## src/rtl/pblp_pkg.sv

```systemverilog
// ----------------------------------------------------------------------------
// pblp_pkg
// Types, register indexes and reset values for the long-press controller.
// ----------------------------------------------------------------------------
package pblp_pkg;

    localparam int TIME_BITS_DEF = 32;
    localparam int CFG_IDX_W     = 3;
    localparam int CFG_DATA_W    = 32;

    // Register indexes
    localparam logic [CFG_IDX_W-1:0] CFG_ARM_TIME     = 3'd0;
    localparam logic [CFG_IDX_W-1:0] CFG_GUARD_UNTIL  = 3'd1;
    localparam logic [CFG_IDX_W-1:0] CFG_HOLD         = 3'd2;
    localparam logic [CFG_IDX_W-1:0] CFG_IDLE_STABLE  = 3'd3;
    localparam logic [CFG_IDX_W-1:0] CFG_CUT_EARLIEST = 3'd4;
    localparam logic [CFG_IDX_W-1:0] CFG_CUT_DEADLINE = 3'd5;

    // Reset values
    localparam logic [31:0] RST_ARM_TIME     = 32'd3000;
    localparam logic [31:0] RST_GUARD_UNTIL  = 32'd0;
    localparam logic [15:0] RST_HOLD         = 16'd500;
    localparam logic [15:0] RST_IDLE_STABLE  = 16'd1200;
    localparam logic [15:0] RST_CUT_EARLIEST = 16'd100;
    localparam logic [15:0] RST_CUT_DEADLINE = 16'd320;

    typedef enum logic [1:0] {
        BLK_NONE  = 2'd0,
        BLK_USB   = 2'd1,
        BLK_GUARD = 2'd2
    } t_block_reason;

    typedef struct packed {
        logic [31:0] arm_time_ms;
        logic [31:0] guard_until_ms;
        logic [15:0] hold_ms;
        logic [15:0] idle_stable_ms;
        logic [15:0] cut_earliest_ms;
        logic [15:0] cut_deadline_ms;
    } t_cfg;

    typedef struct packed {
        logic [31:0] now_ms;
        logic        power_pressed;
        logic        boot_pressed;
        logic        usb_present;
        logic        audio_idle;
        logic        scanning;
    } t_poll;

    typedef struct packed {
        logic          armed;
        logic          off_request;
        logic          cut_power;
        logic          display_lock;
        t_block_reason block_reason;
    } t_result;

endpackage

```

## src/rtl/pblp_cfg.sv

```systemverilog
// ----------------------------------------------------------------------------
// pblp_cfg
// Configuration register file; unknown indexes are dropped.
// ----------------------------------------------------------------------------
module pblp_cfg (
    input  logic                               i_clk,
    input  logic                               i_rst_n,
    input  logic                               i_cfg_we,
    input  logic [pblp_pkg::CFG_IDX_W-1:0]     i_cfg_idx,
    input  logic [pblp_pkg::CFG_DATA_W-1:0]    i_cfg_wdata,
    output pblp_pkg::t_cfg                     o_cfg
);

    pblp_pkg::t_cfg r_cfg;

    always_ff @(posedge i_clk) begin
        if (!i_rst_n) begin
            r_cfg.arm_time_ms     <= pblp_pkg::RST_ARM_TIME;
            r_cfg.guard_until_ms  <= pblp_pkg::RST_GUARD_UNTIL;
            r_cfg.hold_ms         <= pblp_pkg::RST_HOLD;
            r_cfg.idle_stable_ms  <= pblp_pkg::RST_IDLE_STABLE;
            r_cfg.cut_earliest_ms <= pblp_pkg::RST_CUT_EARLIEST;
            r_cfg.cut_deadline_ms <= pblp_pkg::RST_CUT_DEADLINE;
        end else if (i_cfg_we) begin
            unique case (i_cfg_idx)
                pblp_pkg::CFG_ARM_TIME:     r_cfg.arm_time_ms     <= i_cfg_wdata;
                pblp_pkg::CFG_GUARD_UNTIL:  r_cfg.guard_until_ms  <= i_cfg_wdata;
                pblp_pkg::CFG_HOLD:         r_cfg.hold_ms         <= i_cfg_wdata[15:0];
                pblp_pkg::CFG_IDLE_STABLE:  r_cfg.idle_stable_ms  <= i_cfg_wdata[15:0];
                pblp_pkg::CFG_CUT_EARLIEST: r_cfg.cut_earliest_ms <= i_cfg_wdata[15:0];
                pblp_pkg::CFG_CUT_DEADLINE: r_cfg.cut_deadline_ms <= i_cfg_wdata[15:0];
                default: ;
            endcase
        end
    end

    assign o_cfg = r_cfg;

endmodule

```

## src/rtl/pblp_step.sv

```systemverilog
// ----------------------------------------------------------------------------
// pblp_step
// Controller state and the single-pass update for one poll.
// ----------------------------------------------------------------------------
module pblp_step #(
    parameter int TIME_BITS = pblp_pkg::TIME_BITS_DEF
) (
    input  logic                i_clk,
    input  logic                i_rst_n,
    input  logic                i_adv,      // commit the update for i_poll
    input  pblp_pkg::t_poll     i_poll,
    input  pblp_pkg::t_cfg      i_cfg,
    output pblp_pkg::t_result   o_result
);

    typedef logic [TIME_BITS-1:0] t_time;

    // flags
    logic r_armed, r_seen_rel, r_idle_st, r_hold_act, r_cut_pend, r_boot_held;
    logic r_lock, r_halted;
    logic n_armed, n_seen_rel, n_idle_st, n_hold_act, n_cut_pend, n_boot_held;
    logic n_lock, n_halted;
    // timestamps
    t_time r_idle_since, r_hold_since, r_cut_early_at, r_cut_dead_at;
    t_time n_idle_since, n_hold_since, n_cut_early_at, n_cut_dead_at;

    t_time now_t, arm_t, guard_t;
    logic  req;
    pblp_pkg::t_block_reason reason;

    assign now_t   = TIME_BITS'(i_poll.now_ms);
    assign arm_t   = TIME_BITS'(i_cfg.arm_time_ms);
    assign guard_t = TIME_BITS'(i_cfg.guard_until_ms);

    always_comb begin
        t_time idle_el;
        t_time hold_el;
        n_armed        = r_armed;
        n_seen_rel     = r_seen_rel;
        n_idle_st      = r_idle_st;
        n_hold_act     = r_hold_act;
        n_cut_pend     = r_cut_pend;
        n_boot_held    = r_boot_held;
        n_lock         = r_lock;
        n_halted       = r_halted;
        n_idle_since   = r_idle_since;
        n_hold_since   = r_hold_since;
        n_cut_early_at = r_cut_early_at;
        n_cut_dead_at  = r_cut_dead_at;
        req            = 1'b0;
        reason         = pblp_pkg::BLK_NONE;
        idle_el        = now_t - r_idle_since;
        hold_el        = now_t - r_hold_since;

        if (!r_halted) begin
            if (!r_armed && i_poll.scanning && now_t >= arm_t) begin
                n_armed      = 1'b1;
                n_seen_rel   = 1'b0;
                n_idle_st    = 1'b0;
                n_idle_since = now_t;
                idle_el      = '0;
            end
            if (n_armed) begin
                if (!i_poll.power_pressed) begin
                    n_seen_rel = 1'b1;
                    if (!n_idle_st && idle_el >= TIME_BITS'(i_cfg.idle_stable_ms))
                        n_idle_st = 1'b1;
                end else begin
                    n_idle_since = now_t;
                end

                if (i_poll.power_pressed && n_seen_rel && n_idle_st && !r_cut_pend) begin
                    if (!r_hold_act) begin
                        n_hold_act   = 1'b1;
                        n_hold_since = now_t;
                    end else if (hold_el >= TIME_BITS'(i_cfg.hold_ms)) begin
                        priority if (i_poll.usb_present) begin
                            reason = pblp_pkg::BLK_USB;
                        end else if (guard_t != '0 && now_t < guard_t) begin
                            reason = pblp_pkg::BLK_GUARD;
                        end else begin
                            req            = 1'b1;
                            n_cut_pend     = 1'b1;
                            n_cut_early_at = now_t + TIME_BITS'(i_cfg.cut_earliest_ms);
                            n_cut_dead_at  = now_t + TIME_BITS'(i_cfg.cut_deadline_ms);
                        end
                        n_hold_since = now_t;
                    end
                end else begin
                    n_hold_act = 1'b0;
                end

                if (n_cut_pend && (now_t >= n_cut_dead_at ||
                                   (i_poll.audio_idle && now_t >= n_cut_early_at)))
                    n_halted = 1'b1;

                if (!n_halted) begin
                    if (i_poll.boot_pressed && !r_boot_held) begin
                        n_boot_held = 1'b1;
                        n_lock      = !r_lock;
                    end else if (!i_poll.boot_pressed && r_boot_held) begin
                        n_boot_held = 1'b0;
                    end
                end
            end
        end
    end

    always_ff @(posedge i_clk) begin
        if (!i_rst_n) begin
            r_armed     <= 1'b0;
            r_seen_rel  <= 1'b0;
            r_idle_st   <= 1'b0;
            r_hold_act  <= 1'b0;
            r_cut_pend  <= 1'b0;
            r_boot_held <= 1'b0;
            r_lock      <= 1'b0;
            r_halted    <= 1'b0;
        end else if (i_adv) begin
            r_armed     <= n_armed;
            r_seen_rel  <= n_seen_rel;
            r_idle_st   <= n_idle_st;
            r_hold_act  <= n_hold_act;
            r_cut_pend  <= n_cut_pend;
            r_boot_held <= n_boot_held;
            r_lock      <= n_lock;
            r_halted    <= n_halted;
        end
    end

    // timestamps are only read behind their flags
    always_ff @(posedge i_clk) begin
        if (i_adv) begin
            r_idle_since   <= n_idle_since;
            r_hold_since   <= n_hold_since;
            r_cut_early_at <= n_cut_early_at;
            r_cut_dead_at  <= n_cut_dead_at;
        end
    end

    assign o_result.armed        = n_armed;
    assign o_result.off_request  = req;
    assign o_result.cut_power    = n_halted;
    assign o_result.display_lock = n_lock;
    assign o_result.block_reason = reason;

endmodule

```

## src/rtl/power_button_long_press_controller_core.sv

```systemverilog
// ----------------------------------------------------------------------------
// power_button_long_press_controller_core
// Long-press power-off controller with arming, guard and timed power cut.
// ----------------------------------------------------------------------------
// Each input transaction is one poll; each poll yields exactly one result
// transaction. Polls pass through an input register, one pass of compare and
// update logic against the controller state, and a result register. A taken
// poll is loaded into the input register, and its result is loaded into the
// result register once that slot is free or being read. A new poll can be
// taken every cycle while results are taken. The result register lets the next
// poll enter while a finished result waits on i_out_ready; the input side stalls
// only when both registers are full and the result is not taken. Configuration
// writes land at once and should be made while no poll is in flight. All
// timestamps are TIME_BITS wide; elapsed times wrap.
// ----------------------------------------------------------------------------
module power_button_long_press_controller_core #(
    parameter int TIME_BITS = pblp_pkg::TIME_BITS_DEF
) (
    input  logic                             i_clk,
    input  logic                             i_rst_n,
    // configuration write port
    input  logic                             i_cfg_we,
    input  logic [pblp_pkg::CFG_IDX_W-1:0]   i_cfg_idx,
    input  logic [pblp_pkg::CFG_DATA_W-1:0]  i_cfg_wdata,
    // poll channel
    input  logic                             i_in_valid,
    output logic                             o_in_ready,
    input  logic [31:0]                      i_now_ms,
    input  logic                             i_power_pressed,
    input  logic                             i_boot_pressed,
    input  logic                             i_usb_present,
    input  logic                             i_audio_idle,
    input  logic                             i_scanning,
    // result channel
    output logic                             o_out_valid,
    input  logic                             i_out_ready,
    output logic                             o_armed,
    output logic                             o_off_request,
    output logic                             o_cut_power,
    output logic                             o_display_lock,
    output logic [1:0]                       o_block_reason
);

    pblp_pkg::t_cfg    cfg;
    pblp_pkg::t_poll   r_poll;
    pblp_pkg::t_result r_res;
    pblp_pkg::t_result step_res;
    logic              r_poll_vld, r_res_vld;
    logic              adv;

    pblp_cfg u_cfg (
        .i_clk       (i_clk),
        .i_rst_n     (i_rst_n),
        .i_cfg_we    (i_cfg_we),
        .i_cfg_idx   (i_cfg_idx),
        .i_cfg_wdata (i_cfg_wdata),
        .o_cfg       (cfg)
    );

    // held poll moves into the result register when that slot is free or its result is being taken
    assign adv        = r_poll_vld && (!r_res_vld || i_out_ready);
    assign o_in_ready = !r_poll_vld || adv;

    always_ff @(posedge i_clk) begin
        if (!i_rst_n) begin
            r_poll_vld <= 1'b0;
            r_res_vld  <= 1'b0;
        end else begin
            if (o_in_ready)
                r_poll_vld <= i_in_valid;
            if (adv)
                r_res_vld <= 1'b1;
            else if (i_out_ready)
                r_res_vld <= 1'b0;
        end
    end

    always_ff @(posedge i_clk) begin
        if (o_in_ready && i_in_valid) begin
            r_poll.now_ms        <= i_now_ms;
            r_poll.power_pressed <= i_power_pressed;
            r_poll.boot_pressed  <= i_boot_pressed;
            r_poll.usb_present   <= i_usb_present;
            r_poll.audio_idle    <= i_audio_idle;
            r_poll.scanning      <= i_scanning;
        end
        if (adv)
            r_res <= step_res;
    end

    pblp_step #(
        .TIME_BITS (TIME_BITS)
    ) u_step (
        .i_clk    (i_clk),
        .i_rst_n  (i_rst_n),
        .i_adv    (adv),
        .i_poll   (r_poll),
        .i_cfg    (cfg),
        .o_result (step_res)
    );

    assign o_out_valid    = r_res_vld;
    assign o_armed        = r_res.armed;
    assign o_off_request  = r_res.off_request;
    assign o_cut_power    = r_res.cut_power;
    assign o_display_lock = r_res.display_lock;
    assign o_block_reason = r_res.block_reason;

endmodule

```

## config.mk

```make
export PLATFORM = sky130hd
export DESIGN_NAME = power_button_long_press_controller_core
export DESIGN_NICKNAME = d
export VERILOG_FILES = /design/src/rtl/pblp_pkg.sv /design/src/rtl/pblp_cfg.sv /design/src/rtl/pblp_step.sv /design/src/rtl/power_button_long_press_controller_core.sv
export SDC_FILE = /design/constraint.sdc
export NUM_CORES = 1
export LEC_CHECK = 0
export BUFFER_PORTS_ARGS = -buffer_cell sky130_fd_sc_hd__buf_4
export CAP_MARGIN = 25
export CORE_UTILIZATION = 31
export DETAILED_ROUTE_END_ITERATION = 12
export GPL_TIMING_DRIVEN = 0
export RECOVER_POWER = 100
export SLEW_MARGIN = 40
export SYNTH_ARGS = -nofsm -noshare
export SYNTH_HDL_FRONTEND = slang
export SYNTH_SLANG_ARGS = --single-unit
```

## constraint.sdc

```tcl
create_clock -name i_clk -period 11.7 [get_ports i_clk]
set_input_delay 1.17 -clock i_clk [delete_from_list [all_inputs] [get_ports i_clk]]
set_output_delay 1.17 -clock i_clk [all_outputs]
set_load 0.02 [all_outputs]
```

==> results.toml <==
[cells_and_area]
area_growth_pct = 13.4
nNetsFinal = 2832
final_cell_mix = "362 x nand2_1, 254 x ha_1, 205 x inv_1, 171 x edfxtp_1, 138 x dfxtp_1"
drive_gt1_frac = 0.0788
antennaDiodeCount = 0
layout_commonest_cell = "nand2_1"
design_area_um2 = 24400
layout.cells.non_filler = 3456

[status]
violations = "max-capacitance violations, max-slew violations"
status = "finished, violations left"

[sta]
rsz0062_at_grt = "no"
worst_pin_slew_ps = 1990
fin_crit_sh = 0.889
finalSetupTns_ps = 0
timing.slew.headroom = -0.327
fin_ws_ps = 1300
timing.fmax_ghz = 0.0961
report.final.slew_viol_count = 74
setup_viol = 0
fin_skew_ps = 23.0
fin_hold_ws_ps = 463
hold_viol_final = 0
period_minus_slack_ps = 10400

[setup_path]
crit_family = "compound AO/OA/AOI/OAI gates"
critical_path_arrival_ps = 10880
worst_path_max_delay_cell = "nor4b_1"
cp_max_fo = 10
crit_type = "flip-flop to flip-flop"
critPathRequiredTime_ps = 12170
endpoint_kind = "flip-flop"
critical-path-max-stage-delay_ps = 990
critPathLaunchType = "flip-flop"
cp_num_buf_inv = 4

[clocking]
htree_levels = 2
clock_latency_ps = 560
cts-hold-fix-buffers = 0
postCtsResizedCells = 0
postCtsSetupBuffers = 0
cts_buffer_depth = 3
cts-buffers-inserted = 36
clkTransAtPathRegs_ps = 60
clock_sinks = 309
cts_root_buffer = "clkbuf_16"
tritoncts = "yes"

[synthesis]
synthArstFlopShare = 0
synth_flop_cell = "edfxtp_1"
yosysSeqAreaShare = 0.367
syn-instance-count = 2370
synthDistinctLibCells = 86
synth_seq_cells = 309
synth_nets = 2705
synth_edf_count = 171
syn-cell-area_um2 = 21500
syn_area_per_cell_um2 = 9.07
synth-warning-count = 0

[die]
die_h_um = 265
rows = 96
start_util = 0.313
coreArea_um2 = 68600
ioPinCount = 85
die-area_um2 = 70400
die_x_um = 265

[place]
placed_cells = 3390
io_buffers = 84
gp_congestion = 0.883
placed_area_um2 = 23400
post-place-ws_ps = 2070
hpwl_um = 47900

[pwr]
power_frac_seq = 0.438
power.switching_mw = 0.795
irDropWorstVdd_uv = 104
p_leak_nw = 9.77
p_int_mw = 2.00
combPwrFrac = 0.158
powerDensity_nw_per_um2 = 115
clockPowerShare = 0.404
switching_share = 0.284

[worst_hold_path]
hold_class = "flip-flop to flip-flop"

[route]
dr.pass1.iters = 5
drt_wl_total_um = 62300
ant_nets = 0
vias = 17449
drt_iter0_drc = 981
via_per_inst = 5.05
drcViolationCount = 0
routedWlPerCell_um = 18.0

[grt]
grt_pass1_wl_um = 96700
grt_pass1_vias = 16984
grt_overflow = 0
grt_max_degree = 34
grt_usage = 0.176
antenna_found_initial = 0

[flow_run]
cap_violations = 4
[state kept, by name, indices dropped and copies added (netlist names), 2 cells and up]
signal                 count
u_cfg.o_cfg              128
r_poll                    37
u_step.r_hold_since       32
o_block_reason             2
u_step.r_idle_since       32
u_step.r_cut_early_at     32
u_step.r_cut_dead_at      32
[layout make-up]
cell class,count,area [um2]
timing repair buffer,89,608
clock inverter,14,133
multi-input combinational,1773,12400
tap,931,1160
buffer,76,338
sequential,309,7900
inverter,212,797
fill,7126,44200
clock buffer,52,1020
[routing by layer]
layer,up-vias,global-route usage,share of wire
met2,385,0.311,0.48
li1,8791,-,-
met1,8167,0.219,0.44
met5,-,0,0
met3,106,0.0185,0.040
met4,0,0.0708,0.039
[worst min-delay path, stage by stage (launching register included)]
cell      delay (ps)
dfxtp_1          300
nand2_1           50
a21boi_0          60
[power by group through the flow]
stage,Sequential [mW],Clock [mW],Combinational (mW)
after floorplan,1.22,0,0.313
after global placement,1.25,0,0.438
after detailed placement,1.25,0,0.445
after CTS,1.22,1.15,0.449
after global routing,1.23,1.19,0.494
final,1.22,1.13,0.442
[Yosys cell counts, drive strengths merged, types with 20 or more instances]
library cell  instances  share of area
a211oi               24         0.0092
a21boi              111          0.039
a21o                 83          0.029
a21oi               120          0.028
and3                 20         0.0058
clkbuf               60          0.010
dfxtp               138           0.13
edfxtp              171           0.24
ha                  254           0.15
inv                 212          0.037
mux2                 41          0.022
nand2               362          0.063
nand3                41         0.0095
nand4                25         0.0073
nor2                102          0.018
nor2b                33         0.0096
nor3                 30         0.0070
o211ai               29          0.010
o21a                 59          0.021
o21ai               123          0.029
xnor2                67          0.027
xor2                 30          0.012
[cell families (layout without fill, tap and decap cells)]
| kind of cell | Yosys count | count (layout) | synth area share |
|---|---|---|---|
| compound gates | 663 | 663 | 0.210 |
| simple gates | 702 | 702 | 0.150 |
| xor+xnor | 97 | 97 | 0.0395 |
| mux | 53 | 53 | 0.0279 |
| fa+ha+maj | 258 | 258 | 0.152 |
| buf+inv | 288 | 443 | 0.0534 |
| flops | 309 | 309 | 0.367 |
[through the flow]
step | power, mW | utilization
6_report | 2.80 | 0.355
5_1_grt | 2.91 | 0.355
4_1_cts | 2.82 | 0.358
3_5_place_dp | 1.69 | 0.341
3_3_place_gp | 1.68 | 0.340
2_1_floorplan | 1.53 | -
[path summary, 6_finish.rpt]
check,slack [ps],endpoint,cells after the start,startpoint
worst max register to register,1300,u_step.r_boot_held$_SDFFE_PN0P_,32,r_poll[5]$_DFFE_PP_
worst min-delay path,460,u_cfg.o_cfg[97]$_SDFFE_PN0P_,2,u_cfg.o_cfg[97]$_SDFFE_PN0P_
worst min register to register,460,u_cfg.o_cfg[97]$_SDFFE_PN0P_,2,u_cfg.o_cfg[97]$_SDFFE_PN0P_
worst max-delay path,1300,u_step.r_boot_held$_SDFFE_PN0P_,32,r_poll[5]$_DFFE_PP_
No activity file was read; power rests on OpenSTA's default activity.
